$ cat src/sv/lpsc_pkg.sv
package lpsc_pkg;

	// parser phases of one line
	typedef enum logic [1:0] {
		PH_BLANKS,
		PH_SIGN,
		PH_DIGITS,
		PH_DONE
	} parse_phase_t;

	// configuration register indexes
	localparam int REG_IDX_W = 1;
	localparam logic [REG_IDX_W-1:0] REG_LINE_CENTER = 1'd0;
	localparam logic [REG_IDX_W-1:0] REG_PWM_PERIOD  = 1'd1;
	localparam int CFG_DATA_W = 12;

	// defaults
	localparam int LINE_CHARS_MAX_DEF = 100;
	localparam logic [9:0]  LINE_CENTER_RST = 10'd320;
	localparam logic [11:0] PWM_PERIOD_RST  = 12'd1200;

	// character codes
	localparam logic [7:0] CHAR_NUL   = 8'h00;
	localparam logic [7:0] CHAR_TAB   = 8'h09;
	localparam logic [7:0] CHAR_LF    = 8'h0A;
	localparam logic [7:0] CHAR_VT    = 8'h0B;
	localparam logic [7:0] CHAR_FF    = 8'h0C;
	localparam logic [7:0] CHAR_CR    = 8'h0D;
	localparam logic [7:0] CHAR_SPACE = 8'h20;
	localparam logic [7:0] CHAR_PLUS  = 8'h2B;
	localparam logic [7:0] CHAR_MINUS = 8'h2D;
	localparam logic [7:0] CHAR_ZERO  = 8'h30;
	localparam logic [7:0] CHAR_NINE  = 8'h39;

	// parse limits
	localparam logic [14:0] ACC_MAX = 15'd32767;

	// control law constants
	localparam logic [16:0] ERR_SMALL = 17'd50;
	localparam logic [16:0] ERR_MID   = 17'd150;
	localparam logic signed [15:0] POS_LOW  = 16'sd50;
	localparam logic signed [15:0] POS_HIGH = 16'sd590;
	localparam logic [9:0] LVP_LEFT_LIM  = 10'd300;
	localparam logic [9:0] LVP_RIGHT_LIM = 10'd340;
	localparam logic signed [15:0] PIVOT_DUTY = 16'sd800;

	// divide by three: q = (m * RECIP3) >> RECIP3_SHIFT, exact for m < 2**17
	localparam int RECIP3_SHIFT = 18;
	localparam logic [17:0] RECIP3 = 18'd87382;

	// steering result of one update: duties, lost flag and last valid position update
	typedef struct packed {
		logic signed [15:0] left_duty;
		logic signed [15:0] right_duty;
		logic               lost;
		logic               lvp_upd;
		logic [9:0]         lvp_next;
	} steer_res_t;

	function automatic logic is_line_end(input logic [7:0] c);
		return (c == CHAR_CR) || (c == CHAR_LF);
	endfunction

endpackage

$ cat src/sv/lpsc_parser.sv
module lpsc_parser #(
	parameter int LINE_CHARS_MAX = lpsc_pkg::LINE_CHARS_MAX_DEF
) (
	input  logic               clk,
	input  logic               arst_n,
	input  logic               step,
	input  logic [7:0]         rx_byte_s1,
	output logic signed [15:0] line_pos
);

	localparam int CNT_W = $clog2(LINE_CHARS_MAX + 1);

	lpsc_pkg::parse_phase_t phase_q, phase_n;
	logic               neg_q, neg_n;
	logic [14:0]        acc_q, acc_n;
	logic               seen_q, seen_n;
	logic [CNT_W-1:0]   cnt_q, cnt_n;
	logic signed [15:0] last_pos_q, last_pos_n;

	logic        term;
	logic        is_digit;
	logic        is_blank;
	logic        is_sign;
	logic [18:0] acc_wide;
	logic [14:0] acc_sat;
	logic [15:0] acc_ext;

	// character classes
	assign term     = lpsc_pkg::is_line_end(rx_byte_s1);
	assign is_digit = (rx_byte_s1 >= lpsc_pkg::CHAR_ZERO) && (rx_byte_s1 <= lpsc_pkg::CHAR_NINE);
	assign is_blank = rx_byte_s1 inside {lpsc_pkg::CHAR_SPACE, lpsc_pkg::CHAR_TAB,
		lpsc_pkg::CHAR_VT, lpsc_pkg::CHAR_FF};
	assign is_sign  = rx_byte_s1 inside {lpsc_pkg::CHAR_PLUS, lpsc_pkg::CHAR_MINUS};

	// accumulator times ten plus digit, saturated
	assign acc_wide = ({4'd0, acc_q} << 3) + ({4'd0, acc_q} << 1) + {15'd0, rx_byte_s1[3:0]};
	assign acc_sat  = (acc_wide > {4'd0, lpsc_pkg::ACC_MAX}) ? lpsc_pkg::ACC_MAX : acc_wide[14:0];

	// position of the line so far, or the kept one
	assign acc_ext  = {1'b0, acc_q};
	assign line_pos = !seen_q ? last_pos_q :
		(neg_q ? $signed(16'd0 - acc_ext) : $signed(acc_ext));

	// next state
	always_comb begin
		phase_n    = phase_q;
		neg_n      = neg_q;
		acc_n      = acc_q;
		seen_n     = seen_q;
		cnt_n      = cnt_q;
		last_pos_n = last_pos_q;
		if (step) begin
			if (term) begin
				last_pos_n = line_pos;
				phase_n    = lpsc_pkg::PH_BLANKS;
				neg_n      = 1'b0;
				acc_n      = '0;
				seen_n     = 1'b0;
				cnt_n      = '0;
			end else if (cnt_q < CNT_W'(LINE_CHARS_MAX)) begin
				cnt_n = cnt_q + 1'b1;
				if (rx_byte_s1 == lpsc_pkg::CHAR_NUL) begin
					phase_n = lpsc_pkg::PH_DONE;
				end else begin
					unique case (phase_q)
						lpsc_pkg::PH_BLANKS: begin
							if (is_blank) begin
								phase_n = phase_q;
							end else if (is_sign) begin
								neg_n   = (rx_byte_s1 == lpsc_pkg::CHAR_MINUS);
								phase_n = lpsc_pkg::PH_SIGN;
							end else if (is_digit) begin
								acc_n   = acc_sat;
								seen_n  = 1'b1;
								phase_n = lpsc_pkg::PH_DIGITS;
							end else begin
								phase_n = lpsc_pkg::PH_DONE;
							end
						end
						lpsc_pkg::PH_SIGN, lpsc_pkg::PH_DIGITS: begin
							if (is_digit) begin
								acc_n   = acc_sat;
								seen_n  = 1'b1;
								phase_n = lpsc_pkg::PH_DIGITS;
							end else begin
								phase_n = lpsc_pkg::PH_DONE;
							end
						end
						lpsc_pkg::PH_DONE: begin
							phase_n = phase_q;
						end
						default: begin
							phase_n = lpsc_pkg::PH_DONE;
						end
					endcase
				end
			end
		end
	end

	// parser state
	always_ff @(posedge clk or negedge arst_n) begin
		if (!arst_n) begin
			phase_q    <= lpsc_pkg::PH_BLANKS;
			neg_q      <= 1'b0;
			acc_q      <= '0;
			seen_q     <= 1'b0;
			cnt_q      <= '0;
			last_pos_q <= '0;
		end else begin
			phase_q    <= phase_n;
			neg_q      <= neg_n;
			acc_q      <= acc_n;
			seen_q     <= seen_n;
			cnt_q      <= cnt_n;
			last_pos_q <= last_pos_n;
		end
	end

	// character count never runs past the line limit
	a_cnt_bound: assert property (@(posedge clk) disable iff (!arst_n)
		cnt_q <= CNT_W'(LINE_CHARS_MAX))
		else $error("line character count beyond limit");

	// digits only exist once the parser has reached the digit phase
	a_seen_phase: assert property (@(posedge clk) disable iff (!arst_n)
		seen_q |-> (phase_q == lpsc_pkg::PH_DIGITS) || (phase_q == lpsc_pkg::PH_DONE))
		else $error("digits seen in a phase before digits");

	// a terminator clears the line state
	a_line_clear: assert property (@(posedge clk) disable iff (!arst_n)
		step && term |=> !seen_q && !neg_q && (cnt_q == '0) && (acc_q == '0))
		else $error("line state not cleared after terminator");

endmodule

$ cat src/sv/lpsc_steer.sv
module lpsc_steer (
	input  logic signed [15:0]   pos,
	input  logic [9:0]           line_center,
	input  logic [11:0]          pwm_period,
	input  logic [9:0]           last_valid,
	output lpsc_pkg::steer_res_t res
);

	logic signed [16:0] err;
	logic [16:0]        mag;
	logic signed [18:0] e19;
	logic signed [18:0] ref4;
	logic signed [18:0] ref3;
	logic signed [18:0] five;
	logic signed [18:0] ref_half;
	logic signed [18:0] ref_wide;
	logic signed [17:0] ref_val;
	logic signed [17:0] num;
	logic [16:0]        nmag;
	logic [34:0]        prod;
	logic [16:0]        quo_mag;
	logic signed [17:0] quot;
	logic signed [15:0] half_per;
	logic               ref_pos;
	logic               off_line;

	// error and its magnitude
	assign err = {pos[15], pos} - $signed({7'd0, line_center});
	assign mag = err[16] ? 17'(-err) : err;
	assign e19 = {{2{err[16]}}, err};

	// gain by error band; 2.5x truncates toward zero
	assign ref4     = e19 <<< 2;
	assign ref3     = (e19 <<< 1) + e19;
	assign five     = (e19 <<< 2) + e19;
	assign ref_half = (five + {18'd0, five[18]}) >>> 1;

	always_comb begin
		if (mag != '0 && mag < lpsc_pkg::ERR_SMALL) begin
			ref_wide = ref4;
		end else if (mag != '0 && mag < lpsc_pkg::ERR_MID) begin
			ref_wide = ref3;
		end else begin
			ref_wide = ref_half;
		end
	end
	assign ref_val = ref_wide[17:0];
	assign ref_pos = !ref_val[17] && (ref_val != '0);

	// (period - ref) / 3 toward zero by reciprocal multiply
	assign num      = $signed({6'd0, pwm_period}) - ref_val;
	assign nmag     = num[17] ? 17'(-num) : num[16:0];
	assign prod     = nmag * lpsc_pkg::RECIP3;
	assign quo_mag  = prod[34:lpsc_pkg::RECIP3_SHIFT];
	assign quot     = num[17] ? $signed(18'd0 - {1'b0, quo_mag}) : $signed({1'b0, quo_mag});
	assign half_per = $signed({5'd0, pwm_period[11:1]});

	// proportional duties and lost line pivot
	assign off_line = (pos < lpsc_pkg::POS_LOW) || (pos > lpsc_pkg::POS_HIGH);

	always_comb begin
		if (ref_pos) begin
			res.left_duty  = half_per;
			res.right_duty = quot[15:0];
		end else begin
			res.left_duty  = quot[15:0];
			res.right_duty = half_per;
		end
		res.lost = 1'b0;
		if (off_line) begin
			if (last_valid < lpsc_pkg::LVP_LEFT_LIM) begin
				res.left_duty  = '0;
				res.right_duty = lpsc_pkg::PIVOT_DUTY;
				res.lost       = 1'b1;
			end else if (last_valid > lpsc_pkg::LVP_RIGHT_LIM) begin
				res.left_duty  = lpsc_pkg::PIVOT_DUTY;
				res.right_duty = '0;
				res.lost       = 1'b1;
			end
		end
		res.lvp_upd  = (pos > lpsc_pkg::POS_LOW) && (pos < lpsc_pkg::POS_HIGH);
		res.lvp_next = pos[9:0];
	end

endmodule

$ cat src/sv/line_position_steering_controller.sv
// line position steering controller
// a terminating byte reaches the output through the input, line position and result registers
// throughput: one byte per cycle; a stall reaches the input only when a
// terminator meets a full parse-to-output path
// reset: parser, kept positions and valids clear; line_center 320, pwm_period 1200
module line_position_steering_controller #(
	parameter int LINE_CHARS_MAX = lpsc_pkg::LINE_CHARS_MAX_DEF
) (
	input  logic                              clk,
	input  logic                              arst_n,
	input  logic                              in_valid,
	output logic                              in_ready,
	input  logic [7:0]                        rx_byte,
	output logic                              out_valid,
	input  logic                              out_ready,
	output logic signed [15:0]                position,
	output logic signed [15:0]                left_duty,
	output logic signed [15:0]                right_duty,
	output logic                              lost_override,
	input  logic                              cfg_we,
	input  logic [lpsc_pkg::REG_IDX_W-1:0]    cfg_index,
	input  logic [lpsc_pkg::CFG_DATA_W-1:0]   cfg_wdata
);

	logic               valid_s1;
	logic [7:0]         rx_byte_s1;
	logic               valid_s2;
	logic signed [15:0] pos_s2;
	logic               out_valid_q;
	logic signed [15:0] pos_q;
	logic signed [15:0] left_q;
	logic signed [15:0] right_q;
	logic               lost_q;
	logic [9:0]         line_center_q;
	logic [11:0]        pwm_period_q;
	logic [9:0]         lvp_q;

	logic               term_s1;
	logic               out_free;
	logic               s2_free;
	logic               s1_go;
	logic               in_xfer;
	logic signed [15:0] line_pos;
	lpsc_pkg::steer_res_t res;

	// flow control
	assign term_s1  = lpsc_pkg::is_line_end(rx_byte_s1);
	assign out_free = !out_valid_q || out_ready;
	assign s2_free  = !valid_s2 || out_free;
	assign s1_go    = valid_s1 && (!term_s1 || s2_free);
	assign in_ready = !valid_s1 || s1_go;
	assign in_xfer  = in_valid && in_ready;

	// configuration registers
	always_ff @(posedge clk or negedge arst_n) begin
		if (!arst_n) begin
			line_center_q <= lpsc_pkg::LINE_CENTER_RST;
			pwm_period_q  <= lpsc_pkg::PWM_PERIOD_RST;
		end else if (cfg_we) begin
			unique case (cfg_index)
				lpsc_pkg::REG_LINE_CENTER: line_center_q <= cfg_wdata[9:0];
				lpsc_pkg::REG_PWM_PERIOD:  pwm_period_q  <= cfg_wdata;
				default: ;
			endcase
		end
	end

	// input register
	always_ff @(posedge clk or negedge arst_n) begin
		if (!arst_n) begin
			valid_s1 <= 1'b0;
		end else if (in_ready) begin
			valid_s1 <= in_valid;
		end
	end

	always_ff @(posedge clk) begin
		if (in_xfer) begin
			rx_byte_s1 <= rx_byte;
		end
	end

	// character parser
	lpsc_parser #(
		.LINE_CHARS_MAX(LINE_CHARS_MAX)
	) u_parser (
		.clk       (clk),
		.arst_n    (arst_n),
		.step      (s1_go),
		.rx_byte_s1(rx_byte_s1),
		.line_pos  (line_pos)
	);

	// finished line position
	always_ff @(posedge clk or negedge arst_n) begin
		if (!arst_n) begin
			valid_s2 <= 1'b0;
		end else if (s2_free) begin
			valid_s2 <= s1_go && term_s1;
		end
	end

	always_ff @(posedge clk) begin
		if (s1_go && term_s1) begin
			pos_s2 <= line_pos;
		end
	end

	// steering law
	lpsc_steer u_steer (
		.pos        (pos_s2),
		.line_center(line_center_q),
		.pwm_period (pwm_period_q),
		.last_valid (lvp_q),
		.res        (res)
	);

	// result register and last valid position
	always_ff @(posedge clk or negedge arst_n) begin
		if (!arst_n) begin
			out_valid_q <= 1'b0;
			lvp_q       <= '0;
		end else begin
			if (out_free) begin
				out_valid_q <= valid_s2;
			end
			if (valid_s2 && out_free && res.lvp_upd) begin
				lvp_q <= res.lvp_next;
			end
		end
	end

	always_ff @(posedge clk) begin
		if (valid_s2 && out_free) begin
			pos_q   <= pos_s2;
			left_q  <= res.left_duty;
			right_q <= res.right_duty;
			lost_q  <= res.lost;
		end
	end

	assign out_valid     = out_valid_q;
	assign position      = pos_q;
	assign left_duty     = left_q;
	assign right_duty    = right_q;
	assign lost_override = lost_q;

	// a non-terminating byte never holds up the input
	a_no_stall_plain: assert property (@(posedge clk) disable iff (!arst_n)
		valid_s1 && !term_s1 |-> in_ready)
		else $error("input stalled on a non-terminating byte");

	// a blocked line position holds until the result register frees
	a_s2_hold: assert property (@(posedge clk) disable iff (!arst_n)
		valid_s2 && !out_free |=> valid_s2 && $stable(pos_s2))
		else $error("line position lost while output stalled");

	// the override only ever drives one of the two pivots
	a_pivot: assert property (@(posedge clk) disable iff (!arst_n)
		out_valid_q && lost_q |->
			(left_q == 16'sd0 && right_q == lpsc_pkg::PIVOT_DUTY) ||
			(left_q == lpsc_pkg::PIVOT_DUTY && right_q == 16'sd0))
		else $error("lost line override with non-pivot duties");

endmodule
$ cat config.mk
export PLATFORM = sky130hd
export DESIGN_NAME = line_position_steering_controller
export DESIGN_NICKNAME = d
export VERILOG_FILES = /design/src/sv/lpsc_pkg.sv /design/src/sv/lpsc_parser.sv /design/src/sv/lpsc_steer.sv /design/src/sv/line_position_steering_controller.sv
export SDC_FILE = /design/constraint.sdc
export NUM_CORES = 1
export LEC_CHECK = 0
export ABC_AREA = 1
export BUFFER_PORTS_ARGS = -buffer_cell sky130_fd_sc_hd__buf_2
export CORE_MARGIN = 2
export CORE_UTILIZATION = 55
export CTS_BUF_LIST = sky130_fd_sc_hd__clkbuf_4 sky130_fd_sc_hd__clkbuf_8
export DETAILED_ROUTE_END_ITERATION = 10
export PLACE_DENSITY = 0.75
export SYNTH_ARGS = -nofsm -noshare
export SYNTH_HDL_FRONTEND = slang
export SYNTH_SLANG_ARGS = --single-unit
$ cat constraint.sdc
create_clock -name clk -period 14.2 [get_ports clk]
set_input_delay 4.26 -clock clk [delete_from_list [all_inputs] [get_ports clk]]
set_output_delay 4.26 -clock clk [all_outputs]
set_load 0.05 [all_outputs]
==> metrics.txt, run 1 <==
outcome=finished clean; Clock Skews=0.02099 ns; commonest non-fill, non-tap cell in the layout=nand2_1; Pre-antenna DRT Iters=6; worst-margin pin slew=0.9904 ns; Yosys warnings=0; first-pass GRT wire length=78080 um; layout cell share with drive strength beyond 1=10.36%; final worst-path cycle share=91.41%; largest net degree at the start of global routing=78; Final Util=60.14%; Post-synth EDFFs=73; Final setup viols=0; CTS clk-pin slew, worst paths=0.09 ns; clk buf depth=2; Routed Antenna Nets=0; Worst setup EP type=flop; slowest CP cell=fa_1; antenna fix cells=0; Setup crit start kind=flop; CTS buffer count=17; Max Fanout on Critical Path=12; Clk Latency, worst-skew pair=0.47 ns; Worst Path Buf+Inv=12; CTS root buf=clkbuf_8; Synth cell types=67; ys async rst share=51.33%; synth top area cells=ha_1 16%, edfxtp_1 12%, nand2_1 11%; most frequent cells in the layout=542 x nand2_1, 454 x inv_1, 220 x ha_1; Critical Path RT=14.42 ns; CTS Sinks=150; Buffers on Ports=76; gr usage total=29.14%; area share of fa/ha/maj cells after synthesis=25.76%; ys flop type=edfxtp_1; final routed DRC violation total=0; post-synthesis sequential area ratio=22.99%; crit path DAT=13.20 ns; register bit total from synthesis=150; Max Clock Freq=77.04 MHz; post-synthesis simple-gate area fraction=24.24%; initial cell density of the core=55.45%; Hold Fails Final Rpt=0; drt total wl=48570 um; Core ar.=32370 um^2; area leader, netlist=ha_1; Yosys top cell area share=15.61%; compound-cell area share of the yosys netlist=11.18%; Synth Instances=2400; Setup CP Type=reg -> reg; Die Span Y=184.7 um; vias in the first global route=15628; xor/xnor share of the synthesized area=4.907%; via/cell ratio=5.465; Final HPWL DP=40700 um; starting DRC count in detailed routing=997; TritonCTS clock tree=yes; Max Slew Vio Count=0; IO Count=77; syn avg cell area=7.479 um^2; syn_nets=2741; Syn-to-layout area delta=8.462%; Mapped Area=17950 um^2; routability cong.=1.026; htree depth=4; family with the most delay on the worst path=adder cells; initial antenna violation count=0; number of max-cap violations=0; worst min path class=reg -> reg; multiplexer share of the synthesized area=0.3137%; # rows=66; Routed WL per cell=16.51 um; die area=34100 um^2; Final nets=2828; total grt overflow=0; cell mode on critical path=nand2_1; Slew HR=33.97%; FILL cells=2982; main combinational cell family by area after synthesis=adder cells; die width=184.7 um; worst stage delay on the critical path=0.54 ns; clock period minus worst slack=12.98 ns; Vias=16078
[worst reg2reg max path, delay by kind of cell, from the launching register on]
kind	cells	cell delay, ns
adder cells (fa/ha/maj)	12	4.66
flip-flops	1	0.37
AND/OR/NAND/NOR	37	4.08
buffers and inverters	12	1.41
AO/OA/AOI/OAI	11	1.95
XOR/XNOR	1	0.28
[worst paths after layout]
kind	start	end	slack, ns	depth (start not counted)
setup / recovery	pos_s2[0]$_DFFE_PP_	right_duty[9]$_DFFE_PP_	1.22	73
hold / removal	u_parser.last_pos_q[13]$_DFFE_PN0P_	u_parser.last_pos_q[13]$_DFFE_PN0P_	0.48	2
setup reg to reg	pos_s2[0]$_DFFE_PP_	right_duty[9]$_DFFE_PP_	1.22	73
hold reg to reg	u_parser.last_pos_q[13]$_DFFE_PN0P_	u_parser.last_pos_q[13]$_DFFE_PN0P_	0.48	2
max in group asynchronous	arst_n	pwm_period_q[1]$_DFFE_PN0P_	9.60	1
min in group asynchronous	arst_n	line_center_q[9]$_DFFE_PN0P_	3.94	1
[repair_timing]
item | in CTS | in global routing
hold buffers | 0 | 0
buffers inserted | 0 | 5
endpoints found under the setup margin | 0 | 30
endpoints found under the hold margin | 0 | 0
resized for setup | 0 | 26
[per-stage QoR]
step	hold WS [ns]	setup TNS, ns	cell area (um^2)	instances	setup WS, ns
after global placement	0.4562	0	18890	2905	0.8409
after CTS	0.4882	0	19300	2937	0.5877
final	0.4850	0	19470	2942	1.220
after floorplan	0.4421	0	17950	2400	2.229
after detailed placement	0.4656	0	18890	2905	0.6339
after global routing	0.5074	-0.03602	19470	2942	-0.01836
[sequential cells by signal, indices dropped and copies added, names as in the netlist]
name                 cells
right_duty              16
u_parser.acc_q          15
u_parser.last_pos_q     16
u_parser.cnt_q           7
out_valid                1
u_parser.seen_q          1
lost_override            1
valid_s1                 1
u_parser.phase_q         2
rx_byte_s1               8
pwm_period_q            12
line_center_q           10
left_duty               16
position                16
pos_s2                  16
valid_s2                 1
lvp_q                   10
u_parser.neg_q           1
[synthesized netlist by cell type, types with 6 or more instances]
| cell | count |
|---|---|
| nand2_1 | 543 |
| inv_1 | 457 |
| ha_1 | 224 |
| nor2_1 | 153 |
| o21ai_0 | 138 |
| nand3_1 | 128 |
| a21oi_1 | 109 |
| fa_1 | 91 |
| xor2_1 | 77 |
| edfxtp_1 | 73 |
| dfrtp_1 | 71 |
| nand4_1 | 33 |
| nand2_2 | 31 |
| nor3_1 | 24 |
| clkbuf_1 | 19 |
| o21bai_1 | 18 |
| xnor2_1 | 18 |
| inv_2 | 16 |
| a31oi_1 | 14 |
| nand3_2 | 10 |
| nand3b_1 | 10 |
| o211ai_1 | 9 |
| o22ai_1 | 9 |
| nor2_2 | 8 |
| o21ai_1 | 8 |
| nor2_4 | 7 |
| nor4_1 | 7 |
| dfstp_2 | 6 |
[routing by layer]
metal | wire length [um] | vias up | track usage [%]
met4 | 2071 | 0 | 12.44
met2 | 24020 | 481 | 51.59
met3 | 2176 | 111 | 3.399
li1 | - | 7938 | -
met1 | 20300 | 7548 | 35.86
met5 | 0 | - | 0
[cell type report]
class	instances	area [um^2]	share of cell area, %
Multi-Input combinational cell	1747	12060	61.96
Sequential cell	150	4126	21.20
Inverter	476	1790	9.197
Tap cell	442	553.0	2.841
Timing Repair Buffer	95	525.5	2.699
Clock buffer	20	256.5	1.317
Clock inverter	12	153.9	0.7905
[cell families (layout without fill, tap and decap cells)]
kind of cell	Yosys count	count (layout)
xor gates and xnor gates	98	98
adders and majority gates	315	315
muxes	5	5
DFF	150	150
and+or+nand+nor	979	979
AOI/OAI and AO/OA	350	350
buffers and inverters	503	603
Power of run 1 is left out: the tool's default activity adds up to more than one toggle a clock period on the data nets, which glitch-free logic cannot reach.
==> run 2, diff against run 1 <==
--- a/config.mk
+++ b/config.mk
@@ -7,6 +7,7 @@
 export LEC_CHECK = 0
 export ABC_AREA = 1
 export BUFFER_PORTS_ARGS = -buffer_cell sky130_fd_sc_hd__buf_2
+export CORE_ASPECT_RATIO = 0.9
 export CORE_MARGIN = 2
 export CORE_UTILIZATION = 55
 export CTS_BUF_LIST = sky130_fd_sc_hd__clkbuf_4 sky130_fd_sc_hd__clkbuf_8
==> metrics.txt, run 2 (same netlist as run 1, synthesis figures left out) <==
commonest non-fill, non-tap cell in the layout=nand2_1; starting DRC count in detailed routing=1225 (+23%); Routed Antenna Nets=0 (unchanged); TritonCTS clock tree=yes; Final nets=2827 (-0.035%); number of max-cap violations=0 (unchanged); cell mode on critical path=nand2_1; r2r startpoint=pos_s2[0]$_DFFE_PP_; Setup CP Type=reg -> reg; Worst setup EP type=flop; reg2reg end=right_duty[9]$_DFFE_PP_; GR met1 Demand/Resource=37.91% (+2.0 points); die area=34100 um^2 (about the same); Hold Path End=u_parser.last_pos_q[14]$_DFFE_PN0P_; Pre-antenna DRT Iters=9 (+3); slowest CP cell=fa_1; CTS Sinks=150 (unchanged); initial antenna violation count=0 (unchanged); final routed DRC violation total=1 (+1); Core ar.=32040 um^2 (-1.0%); failing checks=DRC; # rows=62 (-6.1%); Setup crit start kind=flop; die width=194.4 um (+5.3%); final worst-path cycle share=93.28% (+1.9 points); Buffers on Ports=76 (unchanged); IO Count=77 (unchanged); Final HPWL DP=40170 um (-1.3%); GR peak layer=met2; Die Span Y=175.4 um (-5.0%); GR Layer Usage met2=50.18% (-1.4 points); worst min path class=reg -> reg; FILL cells=2912 (-2.3%); clock period minus worst slack=13.25 ns (+0.2651 ns); drt total wl=48160 um (-0.84%); Reg2Reg Depth=76 (+4.1%); worst stage delay on the critical path=0.56 ns (+0.02 ns); Final setup viols=0 (unchanged); global-route track usage on met3=2.784% (-0.61 points); WHS Path Cells=2 (unchanged); placed inst area=18830 um^2 (-0.29%); Slew HR=18.17% (-16 points); CTS root buf=clkbuf_8; CTS clk-pin slew, worst paths=0.09 ns (about the same); worst-margin pin slew=1.226 ns (+0.2357 ns); CTS buffer count=17 (unchanged); final setup TNS=0 ns (unchanged); Routed WL per cell=16.52 um (about the same); Clk Latency, worst-skew pair=0.46 ns (about the same); hold path startpoint=u_parser.last_pos_q[14]$_DFFE_PN0P_; Critical Path RT=14.41 ns (about the same); largest net degree at the start of global routing=78 (unchanged); Final Util=60.26% (+0.12 points); hold slack=0.4871 ns (+0.002079 ns); antenna fix cells=0 (unchanged); Syn-to-layout area delta=7.563%; setup repair after global routing missed its margin=false; Vias=16102 (+0.15%); outcome=complete, but fails checks; total grt overflow=0 (unchanged); via/cell ratio=5.524 (+1.1%); Max Fanout on Critical Path=12 (unchanged); vias in the first global route=15438 (-1.2%); Max Clock Freq=75.50 MHz (-2.0%); clk buf depth=2 (unchanged); routability cong.=0.9912 (-3.4%); fin area=19310 um^2 (-0.83%); Clock Skews=0.01568 ns (-0.005313 ns); first-pass GRT wire length=78200 um (+0.15%); Max Slew Vio Count=0 (unchanged); initial cell density of the core=56.03% (+0.58 points); htree depth=4 (unchanged); Hold Fails Final Rpt=0 (unchanged); crit path DAT=13.45 ns (+0.25 ns); Reg2Reg Setup Slack=0.95 ns (-0.27 ns); layout cell share with drive strength beyond 1=9.964% (-0.40 points); CTS hold repair buffers=0 (unchanged); gr usage total=28.48% (-0.66 points); most frequent cells in the layout=543 x nand2_1, 456 x inv_1, 222 x ha_1
run 2: critical path, delay by kind of cell (launching register included):
| kind | cells | cell delay, ns |
|---|---|---|
| flops | 1 | 0.38 |
| xor+xnor | 2 | 0.34 |
| fa+ha+maj | 12 | 4.91 |
| buf+inv | 14 | 1.57 |
| simple gates | 36 | 3.61 |
| compound gates | 12 | 2.17 |
run 2: timing repair:
action                                  4_1_cts  5_1_grt
gates resized for setup                       0       14
endpoints found under the setup margin        0       26
setup buffers                                 0        7
run 2: worst max-delay path by stage:
stage / start / to / cells past startpoint
2_1_floorplan: pos_s2[2]$_DFFE_PP_ / left_duty[11]$_DFFE_PP_ / 71
3_3_place_gp: pos_s2[2]$_DFFE_PP_ / right_duty[12]$_DFFE_PP_ / 74
3_5_place_dp: pos_s2[0]$_DFFE_PP_ / right_duty[12]$_DFFE_PP_ / 78
4_1_cts: pos_s2[0]$_DFFE_PP_ / right_duty[12]$_DFFE_PP_ / 77
5_1_grt: pos_s2[0]$_DFFE_PP_ / right_duty[15]$_DFFE_PP_ / 78
6_report: pos_s2[0]$_DFFE_PP_ / right_duty[9]$_DFFE_PP_ / 76
run 2: per-stage QoR:
step	std cells	setup slack (ns)
after detailed placement	2876	0.7269
after global placement	2876	1.133
after global routing	2915	0.01519
after CTS	2908	0.6490
final	2915	0.9547
after floorplan	2400	2.229
run 2: cell type report:
cell class | instances | area [um^2] | area share (%)
timing repair buffer | 94 | 518.0 | 2.683
multi-input combinational | 1747 | 12000 | 62.13
inverter | 476 | 1790 | 9.274
tap | 416 | 520.5 | 2.696
clock inverter | 15 | 121.4 | 0.6286
clock buffer | 17 | 234.0 | 1.212
sequential | 150 | 4126 | 21.37
run 2: metal layers:
metal	wire length (um)	share of wire (%)
met5	0	0
met2	23840	49
met4	1010	2.1
met1	21050	44
met3	2264	4.7
Power of run 2 is left out for the same reason.
